### src/rtl/spa_pkg.sv
package spa_pkg;

  localparam int unsigned ALIGN_BYTES = 8;
  localparam int unsigned SEG_W = 65;

  localparam logic [1:0] ACT_ALLOC = 2'd0;
  localparam logic [1:0] ACT_FREE  = 2'd1;
  localparam logic [1:0] ACT_MERGE = 2'd2;
  localparam logic [1:0] ACT_RESET = 2'd3;

  localparam logic [1:0] ST_OK      = 2'd0;
  localparam logic [1:0] ST_NOFIT   = 2'd1;
  localparam logic [1:0] ST_DOUBLE  = 2'd2;
  localparam logic [1:0] ST_UNKNOWN = 2'd3;

  localparam logic [1:0] FIT_FIRST = 2'd0;
  localparam logic [1:0] FIT_BEST  = 2'd1;
  localparam logic [1:0] FIT_WORST = 2'd2;
  localparam logic [1:0] FIT_NEXT  = 2'd3;

  localparam logic [1:0] CFG_FIT    = 2'd0;
  localparam logic [1:0] CFG_POOL   = 2'd1;
  localparam logic [1:0] CFG_MARGIN = 2'd2;

  typedef struct packed {
    logic        free;
    logic [31:0] len;
    logic [31:0] start;
  } seg_entry_t;

  typedef enum logic [3:0] {
    S_INIT,
    S_IDLE,
    S_SCAN,
    S_DECIDE,
    S_SHIFT,
    S_SPLIT_HI,
    S_WR_PICK,
    S_MERGE,
    S_DONE
  } spa_state_e;

endpackage

### src/rtl/spa_ram.sv
module spa_ram #(
  parameter int unsigned WIDTH = 8,
  parameter int unsigned DEPTH = 16
) (
  input  logic                             clk_i,
  input  logic                             we_i,
  input  logic [$clog2(DEPTH)-1:0]         waddr_i,
  input  logic [WIDTH-1:0]                 wdata_i,
  input  logic [$clog2(DEPTH)-1:0]         raddr_i,
  output logic [WIDTH-1:0]                 rdata_o
);

  logic [WIDTH-1:0] mem [DEPTH];

  always_ff @(posedge clk_i) begin
    if (we_i) begin
      mem[waddr_i] <= wdata_i;
    end
    rdata_o <= mem[raddr_i];
  end

endmodule

### src/rtl/segment_pool_allocator_top.sv
// Segment pool allocator: one request at a time, one result per request.
// Allocate scans the table, then on a split shifts the entries above the pick up and writes
// the free remainder; free scans then writes; merge compacts; pool reset writes entry 0.
// The next request is accepted the cycle after the result is loaded; a
// held result stalls input. Reset: table entry 0 written as one free segment in the
// init state, counters clear, config returns to first fit, 1 MiB pool, 112-byte margin.
module segment_pool_allocator_top #(
  parameter int unsigned MAX_SEGMENTS = 64
) (
  input  logic        clk_i,
  input  logic        rst_ni,
  input  logic        cfg_we_i,
  input  logic [1:0]  cfg_idx_i,
  input  logic [31:0] cfg_data_i,
  input  logic        in_valid_i,
  output logic        in_stall_o,
  input  logic [1:0]  action_i,
  input  logic [31:0] req_size_i,
  input  logic [31:0] block_offset_i,
  output logic        out_valid_o,
  input  logic        out_stall_i,
  output logic [1:0]  status_o,
  output logic [31:0] grant_offset_o,
  output logic [31:0] granted_size_o,
  output logic [5:0]  merged_count_o,
  output logic [31:0] used_total_o,
  output logic [31:0] free_total_o,
  output logic [6:0]  segment_count_o
);
  import spa_pkg::*;

  localparam int unsigned AW = $clog2(MAX_SEGMENTS);
  localparam int unsigned CW = $clog2(MAX_SEGMENTS + 1);

  // configuration
  logic [1:0]  fit_q;
  logic [31:0] pool_q;
  logic [15:0] margin_q;

  // request being worked on
  spa_state_e  state_q, state_d;
  logic [1:0]  act_q, act_d;
  logic [32:0] need_q, need_d;
  logic [31:0] off_q, off_d;

  // pool bookkeeping
  logic [CW-1:0] used_q, used_d;
  logic          nf_valid_q, nf_valid_d;
  logic [31:0]   nf_off_q, nf_off_d;
  logic [31:0]   in_use_q, in_use_d;
  logic [31:0]   avail_q, avail_d;

  // table walk: read issue and the returning data
  logic [CW-1:0] rd_idx_q, rd_idx_d;
  logic          dv_q, dv_d;
  logic [AW-1:0] dv_idx_q, dv_idx_d;

  // candidates; "after" is the next-fit hit at or past the recorded start
  logic          pick_v_q, pick_v_d;
  logic [AW-1:0] pick_idx_q, pick_idx_d;
  seg_entry_t    pick_e_q, pick_e_d;
  logic          after_v_q, after_v_d;
  logic [AW-1:0] after_idx_q, after_idx_d;
  seg_entry_t    after_e_q, after_e_d;
  logic          from_found_q, from_found_d;
  logic [31:0]   fin_len_q, fin_len_d;

  // merge compaction: running segment and write pointer
  seg_entry_t    cur_e_q, cur_e_d;
  logic [AW-1:0] wr_idx_q, wr_idx_d;
  logic [CW-1:0] mcnt_q, mcnt_d;

  // staged result and output register
  logic [1:0]  res_status_q, res_status_d;
  logic [31:0] res_goff_q, res_goff_d;
  logic [31:0] res_gsize_q, res_gsize_d;
  logic [5:0]  res_merged_q, res_merged_d;
  logic        out_valid_q, out_valid_d;
  logic [1:0]  status_q, status_d;
  logic [31:0] goff_q, goff_d;
  logic [31:0] gsize_q, gsize_d;
  logic [5:0]  merged_q, merged_d;
  logic [31:0] used_tot_q, used_tot_d;
  logic [31:0] free_tot_q, free_tot_d;
  logic [6:0]  seg_cnt_q, seg_cnt_d;

  // table RAM
  logic          ram_we;
  logic [AW-1:0] ram_waddr, ram_raddr;
  seg_entry_t    ram_wdata, rd_e;
  logic [SEG_W-1:0] ram_rdata;

  spa_ram #(
    .WIDTH (SEG_W),
    .DEPTH (MAX_SEGMENTS)
  ) u_table (
    .clk_i   (clk_i),
    .we_i    (ram_we),
    .waddr_i (ram_waddr),
    .wdata_i (ram_wdata),
    .raddr_i (ram_raddr),
    .rdata_o (ram_rdata)
  );

  assign rd_e = seg_entry_t'(ram_rdata);

  logic        in_acc;
  logic        issue_up, issue_down;
  logic        fit, nf_hit, split, join_ok;
  logic [32:0] round_sum;
  logic [31:0] mcnt32, used32;

  assign in_acc     = in_valid_i && !in_stall_o;
  assign in_stall_o = (state_q != S_IDLE);
  assign issue_up   = (rd_idx_q < used_q);
  assign issue_down = (rd_idx_q > CW'(pick_idx_q));
  assign round_sum  = {1'b0, req_size_i} + 33'(ALIGN_BYTES - 1);
  assign fit        = rd_e.free && ({1'b0, rd_e.len} >= need_q);
  assign nf_hit     = nf_valid_q && !from_found_q && (rd_e.start == nf_off_q);
  assign join_ok    = cur_e_q.free && rd_e.free &&
                      (({1'b0, cur_e_q.start} + {1'b0, cur_e_q.len}) == {1'b0, rd_e.start});
  assign mcnt32     = 32'(mcnt_q);
  assign used32     = 32'(used_q);

  always_comb begin
    state_d      = state_q;
    act_d        = act_q;
    need_d       = need_q;
    off_d        = off_q;
    used_d       = used_q;
    nf_valid_d   = nf_valid_q;
    nf_off_d     = nf_off_q;
    in_use_d     = in_use_q;
    avail_d      = avail_q;
    rd_idx_d     = rd_idx_q;
    dv_d         = 1'b0;
    dv_idx_d     = dv_idx_q;
    pick_v_d     = pick_v_q;
    pick_idx_d   = pick_idx_q;
    pick_e_d     = pick_e_q;
    after_v_d    = after_v_q;
    after_idx_d  = after_idx_q;
    after_e_d    = after_e_q;
    from_found_d = from_found_q;
    fin_len_d    = fin_len_q;
    cur_e_d      = cur_e_q;
    wr_idx_d     = wr_idx_q;
    mcnt_d       = mcnt_q;
    res_status_d = res_status_q;
    res_goff_d   = res_goff_q;
    res_gsize_d  = res_gsize_q;
    res_merged_d = res_merged_q;
    out_valid_d  = out_valid_q && out_stall_i;
    status_d     = status_q;
    goff_d       = goff_q;
    gsize_d      = gsize_q;
    merged_d     = merged_q;
    used_tot_d   = used_tot_q;
    free_tot_d   = free_tot_q;
    seg_cnt_d    = seg_cnt_q;
    split        = 1'b0;
    ram_we       = 1'b0;
    ram_waddr    = '0;
    ram_wdata    = '0;
    ram_raddr    = rd_idx_q[AW-1:0];

    unique case (state_q)
      S_INIT: begin
        ram_we    = 1'b1;
        ram_wdata = '{free: 1'b1, len: pool_q, start: 32'd0};
        state_d   = S_IDLE;
      end

      S_IDLE: begin
        if (in_acc) begin
          act_d        = action_i;
          need_d       = round_sum & ~33'(ALIGN_BYTES - 1);
          off_d        = block_offset_i;
          rd_idx_d     = '0;
          pick_v_d     = 1'b0;
          after_v_d    = 1'b0;
          from_found_d = 1'b0;
          wr_idx_d     = '0;
          mcnt_d       = '0;
          res_status_d = ST_OK;
          res_goff_d   = '0;
          res_gsize_d  = '0;
          res_merged_d = '0;
          unique case (action_i)
            ACT_ALLOC: begin
              if (req_size_i == 32'd0) begin
                res_status_d = ST_NOFIT;
                state_d      = S_DONE;
              end else begin
                state_d = S_SCAN;
              end
            end
            ACT_FREE:  state_d = S_SCAN;
            ACT_MERGE: state_d = S_MERGE;
            default: begin
              // pool reset request
              ram_we     = 1'b1;
              ram_wdata  = '{free: 1'b1, len: pool_q, start: 32'd0};
              used_d     = CW'(1);
              nf_valid_d = 1'b0;
              nf_off_d   = '0;
              in_use_d   = '0;
              avail_d    = pool_q;
              state_d    = S_DONE;
            end
          endcase
        end
      end

      S_SCAN: begin
        if (issue_up) begin
          dv_d     = 1'b1;
          dv_idx_d = rd_idx_q[AW-1:0];
          rd_idx_d = rd_idx_q + CW'(1);
        end
        if (dv_q) begin
          if (act_q == ACT_FREE) begin
            if (!pick_v_q && (rd_e.start == off_q)) begin
              pick_v_d   = 1'b1;
              pick_idx_d = dv_idx_q;
              pick_e_d   = rd_e;
            end
          end else begin
            unique case (fit_q)
              FIT_FIRST: begin
                if (fit && !pick_v_q) begin
                  pick_v_d = 1'b1; pick_idx_d = dv_idx_q; pick_e_d = rd_e;
                end
              end
              FIT_BEST: begin
                if (fit && (!pick_v_q || rd_e.len < pick_e_q.len)) begin
                  pick_v_d = 1'b1; pick_idx_d = dv_idx_q; pick_e_d = rd_e;
                end
              end
              FIT_WORST: begin
                if (fit && (!pick_v_q || rd_e.len > pick_e_q.len)) begin
                  pick_v_d = 1'b1; pick_idx_d = dv_idx_q; pick_e_d = rd_e;
                end
              end
              default: begin
                if (nf_hit) begin
                  from_found_d = 1'b1;
                end
                if (fit && !pick_v_q) begin
                  pick_v_d = 1'b1; pick_idx_d = dv_idx_q; pick_e_d = rd_e;
                end
                if (fit && (from_found_q || nf_hit) && !after_v_q) begin
                  after_v_d = 1'b1; after_idx_d = dv_idx_q; after_e_d = rd_e;
                end
              end
            endcase
          end
        end
        if (!issue_up && !dv_q) begin
          state_d = S_DECIDE;
        end
      end

      S_DECIDE: begin
        state_d = S_DONE;
        if (act_q == ACT_FREE) begin
          if (!pick_v_q) begin
            res_status_d = ST_UNKNOWN;
          end else if (pick_e_q.free) begin
            res_status_d = ST_DOUBLE;
          end else begin
            ram_we      = 1'b1;
            ram_waddr   = pick_idx_q;
            ram_wdata   = '{free: 1'b1, len: pick_e_q.len, start: pick_e_q.start};
            in_use_d    = in_use_q - pick_e_q.len;
            avail_d     = avail_q + pick_e_q.len;
            res_gsize_d = pick_e_q.len;
          end
        end else if (!pick_v_q) begin
          res_status_d = ST_NOFIT;
        end else begin
          // next fit prefers a hit at or after the recorded start, else wraps
          if (fit_q == FIT_NEXT && from_found_q && after_v_q) begin
            pick_idx_d = after_idx_q;
            pick_e_d   = after_e_q;
            split = ({2'b0, after_e_q.len} >= ({1'b0, need_q} + 34'(margin_q)));
          end else begin
            split = ({2'b0, pick_e_q.len} >= ({1'b0, need_q} + 34'(margin_q)));
          end
          split = split && (used_q < CW'(MAX_SEGMENTS));
          if (split) begin
            fin_len_d = need_q[31:0];
            rd_idx_d  = used_q - CW'(1);
            state_d   = S_SHIFT;
          end else begin
            fin_len_d = pick_e_d.len;
            state_d   = S_WR_PICK;
          end
        end
      end

      S_SHIFT: begin
        // move entries above the split point up by one, top first
        if (issue_down) begin
          dv_d     = 1'b1;
          dv_idx_d = rd_idx_q[AW-1:0];
          rd_idx_d = rd_idx_q - CW'(1);
        end
        if (dv_q) begin
          ram_we    = 1'b1;
          ram_waddr = dv_idx_q + AW'(1);
          ram_wdata = rd_e;
        end
        if (!issue_down && !dv_q) begin
          state_d = S_SPLIT_HI;
        end
      end

      S_SPLIT_HI: begin
        ram_we    = 1'b1;
        ram_waddr = pick_idx_q + AW'(1);
        ram_wdata = '{free:  1'b1,
                      len:   pick_e_q.len - need_q[31:0],
                      start: pick_e_q.start + need_q[31:0]};
        used_d    = used_q + CW'(1);
        state_d   = S_WR_PICK;
      end

      S_WR_PICK: begin
        ram_we      = 1'b1;
        ram_waddr   = pick_idx_q;
        ram_wdata   = '{free: 1'b0, len: fin_len_q, start: pick_e_q.start};
        in_use_d    = in_use_q + fin_len_q;
        avail_d     = avail_q - fin_len_q;
        nf_valid_d  = 1'b1;
        nf_off_d    = pick_e_q.start;
        res_goff_d  = pick_e_q.start;
        res_gsize_d = fin_len_q;
        state_d     = S_DONE;
      end

      S_MERGE: begin
        if (issue_up) begin
          dv_d     = 1'b1;
          dv_idx_d = rd_idx_q[AW-1:0];
          rd_idx_d = rd_idx_q + CW'(1);
        end
        if (dv_q) begin
          if (dv_idx_q == '0) begin
            cur_e_d = rd_e;
          end else if (join_ok) begin
            cur_e_d.len = cur_e_q.len + rd_e.len;
            mcnt_d      = mcnt_q + CW'(1);
          end else begin
            ram_we    = 1'b1;
            ram_waddr = wr_idx_q;
            ram_wdata = cur_e_q;
            wr_idx_d  = wr_idx_q + AW'(1);
            cur_e_d   = rd_e;
          end
        end
        if (!issue_up && !dv_q) begin
          ram_we       = 1'b1;
          ram_waddr    = wr_idx_q;
          ram_wdata    = cur_e_q;
          used_d       = CW'(wr_idx_q) + CW'(1);
          res_merged_d = (mcnt32 > 32'd63) ? 6'd63 : mcnt32[5:0];
          state_d      = S_DONE;
        end
      end

      S_DONE: begin
        if (!out_valid_q || !out_stall_i) begin
          out_valid_d = 1'b1;
          status_d    = res_status_q;
          goff_d      = res_goff_q;
          gsize_d     = res_gsize_q;
          merged_d    = res_merged_q;
          used_tot_d  = in_use_q;
          free_tot_d  = avail_q;
          seg_cnt_d   = used32[6:0];
          state_d     = S_IDLE;
        end
      end

      default: state_d = S_IDLE;
    endcase
  end

  // configuration registers
  always_ff @(posedge clk_i or negedge rst_ni) begin
    if (!rst_ni) begin
      fit_q    <= FIT_FIRST;
      pool_q   <= 32'd1048576;
      margin_q <= 16'd112;
    end else if (cfg_we_i) begin
      unique case (cfg_idx_i)
        CFG_FIT:    fit_q    <= cfg_data_i[1:0];
        CFG_POOL:   pool_q   <= cfg_data_i;
        CFG_MARGIN: margin_q <= cfg_data_i[15:0];
        default: ;
      endcase
    end
  end

  // control state
  always_ff @(posedge clk_i or negedge rst_ni) begin
    if (!rst_ni) begin
      state_q     <= S_INIT;
      used_q      <= CW'(1);
      nf_valid_q  <= 1'b0;
      in_use_q    <= '0;
      avail_q     <= 32'd1048576;
      dv_q        <= 1'b0;
      out_valid_q <= 1'b0;
    end else begin
      state_q     <= state_d;
      used_q      <= used_d;
      nf_valid_q  <= nf_valid_d;
      in_use_q    <= in_use_d;
      avail_q     <= avail_d;
      dv_q        <= dv_d;
      out_valid_q <= out_valid_d;
    end
  end

  // datapath, no reset
  always_ff @(posedge clk_i) begin
    act_q        <= act_d;
    need_q       <= need_d;
    off_q        <= off_d;
    nf_off_q     <= nf_off_d;
    rd_idx_q     <= rd_idx_d;
    dv_idx_q     <= dv_idx_d;
    pick_v_q     <= pick_v_d;
    pick_idx_q   <= pick_idx_d;
    pick_e_q     <= pick_e_d;
    after_v_q    <= after_v_d;
    after_idx_q  <= after_idx_d;
    after_e_q    <= after_e_d;
    from_found_q <= from_found_d;
    fin_len_q    <= fin_len_d;
    cur_e_q      <= cur_e_d;
    wr_idx_q     <= wr_idx_d;
    mcnt_q       <= mcnt_d;
    res_status_q <= res_status_d;
    res_goff_q   <= res_goff_d;
    res_gsize_q  <= res_gsize_d;
    res_merged_q <= res_merged_d;
    status_q     <= status_d;
    goff_q       <= goff_d;
    gsize_q      <= gsize_d;
    merged_q     <= merged_d;
    used_tot_q   <= used_tot_d;
    free_tot_q   <= free_tot_d;
    seg_cnt_q    <= seg_cnt_d;
  end

  assign out_valid_o     = out_valid_q;
  assign status_o        = status_q;
  assign grant_offset_o  = goff_q;
  assign granted_size_o  = gsize_q;
  assign merged_count_o  = merged_q;
  assign used_total_o    = used_tot_q;
  assign free_total_o    = free_tot_q;
  assign segment_count_o = seg_cnt_q;

endmodule

### config.mk
export PLATFORM = sky130hd
export DESIGN_NAME = segment_pool_allocator_top
export DESIGN_NICKNAME = d
export VERILOG_FILES = /design/src/rtl/spa_pkg.sv /design/src/rtl/spa_ram.sv /design/src/rtl/segment_pool_allocator_top.sv
export SDC_FILE = /design/constraint.sdc
export NUM_CORES = 2
export LEC_CHECK = 0
export BUFFER_PORTS_ARGS = -buffer_cell sky130_fd_sc_hd__buf_4
export CELL_PAD_IN_SITES_DETAIL_PLACEMENT = 1
export CELL_PAD_IN_SITES_GLOBAL_PLACEMENT = 1
export CORE_UTILIZATION = 35
export CTS_CLUSTER_DIAMETER = 200
export DETAILED_ROUTE_END_ITERATION = 16
export MAX_ROUTING_LAYER = met4
export PLACE_DENSITY = 0.55
export SLEW_MARGIN = 20
export SYNTH_ARGS = -nofsm -noshare
export SYNTH_HDL_FRONTEND = slang
export SYNTH_MEMORY_MAX_BITS = 65536
export SYNTH_SLANG_ARGS = --single-unit
### constraint.sdc
create_clock -name clk_i -period 33.9 [get_ports clk_i]
set_clock_uncertainty 0.1 [all_clocks]
set_input_delay 6.78 -clock clk_i [delete_from_list [all_inputs] [get_ports clk_i]]
set_output_delay 6.78 -clock clk_i [all_outputs]
set_load 0.01 [all_outputs]
==> results.json <==
{
  "critical_path_peak_fanout": 34,
  "numCtsBuffers": 536,
  "critical_path_required_ps": 34490,
  "drtPass1Iterations": 17,
  "critical-path-top-delay-family": "buffers and inverters",
  "grt_setup_unrepaired": "false",
  "cts_setup_buffers": 0,
  "cp_cell_sequence": "buf_4 > nand4_1 > inv_2 > nand2_1 > o41ai_2 > buf_4 > nor4_1 > or2_1 > nor3_2 > buf_4 > buf_4 > buf_4",
  "setup.worst_path.end_class": "register",
  "max_vdd_drop_mv": 0.09325,
  "placement.cell_area_um2": 216000,
  "final_layout_size_suffix_gt1_share_pct": 25.76,
  "ys_warn_count": 0,
  "failed_checks": "DRC",
  "finalHoldViolCount": 0,
  "synth.net_count": 10780,
  "drt-initial-drc-count": 12180,
  "floorplan.die.height_um": 762.8,
  "postSynthAreaPerCell_um2": 19.62,
  "grt.overflow.total": 0,
  "cts.root.buffer_cell": "clkbuf_16",
  "worst_slew_margin_rel_pct": 22.96,
  "number_of_h_tree_levels": 6,
  "area.growth.synth_to_final_pct": 15.09,
  "crit_top_cell": "buf_4",
  "synth_ff_type": "edfxtp_1",
  "synth.ff_latch_count": 4932,
  "min_period_ps": 10280,
  "fin_area_um2": 233100,
  "yosysSeqAreaShare_pct": 72.48,
  "synth_edf_count": 4739,
  "critical_path.startpoint_type": "primary input",
  "vias_per_cell": 5.710,
  "postCtsResizedCells": 0,
  "routedWlPerCell_um": 35.00,
  "synth_top_cells_by_area": "edfxtp_1, mux4_2, ha_1",
  "area.sequential_um2": 146800,
  "cts-root-to-sink-buffers": 4,
  "drv.max_cap_violation_count": 0,
  "filler_cell_count": 54820,
  "layout_worst_path_cycle_share_pct": 30.31,
  "netlist_instances": 10320,
  "clkTransAtPathRegs_ps": 60,
  "worst_ep_arrival_ps": 10870,
  "multi_input_area_um2": 54220,
  "criticalPathCategory": "primary input to register",
  "via_count": 109000,
  "synth.lib_cells_used.distinct": 95,
  "vias_in_the_first_global_route": 112300,
  "critical_path.n_buffers_inverters": 6,
  "min-delay-path-class": "register to register",
  "layout_setup_ws_ps": 23620,
  "number_of_antenna_violations_at_the_first_check_in_global_routing": 39,
  "maxClockFrequency_mhz": 97.31,
  "worst_hold_startpoint": "res_goff_q[29]$_DFFE_PP_",
  "cts_tree": "yes",
  "report.final.setup_viol": 0,
  "mappedNetlistArea_um2": 202600,
  "postRouteWirelength_mm": 668.3,
  "synth_largest_type_area_fraction_pct": 70.25,
  "drc_errors": 244,
  "timing.rr.start": "cur_e_q[53]$_DFFE_PP_",
  "number_of_antenna_violating_nets_in_the_routed_design": 0,
  "fraction_of_synthesis_flops_using_an_asynchronous_set_or_reset_pin_pct": 2.595,
  "synth_top_area_cell": "edfxtp_1",
  "die-area_um2": 581800,
  "clkLatencyLatePin_ps": 1090,
  "coreArea_um2": 577000,
  "detailedPlacementHpwl_mm": 397.1,
  "leakage_power_figure_uw": 0.07600,
  "initial_utilization_pct": 35.11,
  "critPathMaxStageDelay_ps": 760,
  "final_net_count": 11390,
  "final_max_slew_viol_count": 0,
  "finalSetupTns_ps": 0,
  "cts_num_sinks": 4932,
  "report.power.total_uw": 20710,
  "global_placer_s_final_weighted_congestion": 0.8965,
  "post-place-ws_ps": 22580,
  "ioPinCount": 250,
  "grt_pass1_wl_mm": 921.6,
  "maximum_number_of_pins_on_one_net_before_global_route_repair": 108,
  "crit_path_start": "in_valid_i",
  "worst_pin_slew_ps": 1156,
  "port-buffer-count": 249,
  "die_w_um": 762.8,
  "power_per_cell_area_nw_per_um2": 88.84,
  "crit_slowest_cell": "buf_4",
  "cts_hold_buf": 0,
  "row_count": 279,
  "total_routing_resource_utilization_after_global_routing_pct": 23.19,
  "run_status": "finished, violations left"
}
-- worst register-to-register path, stage by stage, from the launching register on --
cell and delay, ps:
edfxtp_1 660, ha_1 590, nand2_1 130, o21a_1 290, o221ai_1 480, mux2i_1 250
a211oi_1 380, o2111ai_1 180, nor4_1 480, and4bb_1 410, buf_4 310, o22ai_4 270
o21ai_0 190, nand3b_1 600, nor2_4 1020, buf_4 670, buf_4 700
-- per-layer routing --
layer	track usage (%)	share of wire [%]	up-vias
li1	-	-	43890
met4	6.408	3.1	0
met5	-	0	-
met2	37.73	49	4041
met3	2.718	5.9	882
met1	31.04	42	60220
-- report_power, final --
| part | internal (µW) | switching (µW) | leakage (µW) |
|---|---|---|---|
| registers | 8040 | 353 | 0.0457 |
| clock network | 3260 | 2460 | 0.00828 |
| logic | 2550 | 4040 | 0.0220 |
-- cell usage in the layout (no fill, tap or decap), types with 113 or more instances in the layout --
cell type / Yosys / routed
a21oi_1: 248 / 244
clkbuf_16: 0 / 554
inv_1: 176 / 173
nand2_1: 561 / 541
a21o_1: 114 / 113
mux4_2: 1365 / 1365
dfrtp_1: 122 / 122
xnor2_1: 191 / 191
nor2_1: 288 / 259
xor2_1: 128 / 128
buf_4: 4 / 527
o21ai_0: 321 / 305
ha_1: 347 / 347
edfxtp_1: 4739 / 4739
clkbuf_1: 380 / 119
-- area by class of cell --
cell class                 count  share of cell area [%]
inverter                     177                  0.2855
clock inverter               271                   1.013
clock buffer                 693                   6.256
timing repair buffer         570                   2.056
tap                         7727                   4.147
multi-input combinational   4714                   23.26
antenna                       12                 0.01288
sequential                  4932                   62.97
-- through the flow --
stage / util, % / hold WS [ps] / instances
2_1_floorplan: - / 300.3 / 10320
3_3_place_gp: 37.43 / 310.1 / 18120
3_5_place_dp: 37.43 / 306.3 / 18120
4_1_cts: 40.37 / 319.4 / 19080
5_1_grt: 40.40 / 325.4 / 19090
6_report: 40.40 / 314.0 / 19100
-- synthesized netlist by cell type (all sizes together) (25+ instances only) --
cell type	count
a211oi	33
a21o	114
a21oi	248
a221o	27
a222oi	39
a22oi	25
a31oi	70
and2	49
and3	34
buf	121
clkbuf	380
dfrtp	122
dfxtp	65
edfxtp	4739
ha	347
inv	176
mux2	55
mux4	1365
nand2	561
nand2b	49
nand3	99
nand4	70
nor2	288
nor2b	45
nor3	100
nor4	38
o211ai	26
o21a	55
o21ai	323
o22ai	25
or3	39
xnor2	191
xor2	128
-- logic make-up after synthesis --
| kind of cell | Yosys count | synth area share, % |
|---|---|---|
| compound gates | 1163 | 3.745 |
| flops | 4932 | 72.48 |
| xor+xnor | 319 | 1.379 |
| simple gates | 1447 | 3.369 |
| fa+ha+maj | 356 | 2.227 |
| buf+inv | 678 | 1.279 |
| mux | 1429 | 15.53 |
-- registers in the layout, indices dropped and copies added, names as in the netlist, 16 cells and up --
name and count:
res_gsize_q 32, used_total_o 32, pool_q 32, u_table.mem 4160, u_table.rdata_o 65, res_goff_q 32
free_total_o 32, margin_q 16, nf_off_q 32, pick_e_q 65, need_q 30, fin_len_q 32
avail_q 32, in_use_q 32, grant_offset_o 32, granted_size_o 32, after_e_q 65, off_q 32
cur_e_q 65
-- worst paths after layout --
check | endpoint | slack (ps) | cells past startpoint
worst max-delay path | u_table.mem[48][9]$_DFFE_PP_ | 23620 | 12
worst min-delay path | grant_offset_o[29]$_DFFE_PP_ | 310 | 0
worst max register to register | u_table.mem[57][14]$_DFFE_PP_ | 25650 | 16
worst min register to register | grant_offset_o[29]$_DFFE_PP_ | 310 | 0
max in group asynchronous | used_q[4]$_DFFE_PN0P_ | 26660 | 2
min in group asynchronous | pool_q[6]$_DFFE_PN0P_ | 5620 | 1
No activity file was read; power rests on OpenSTA's default activity.
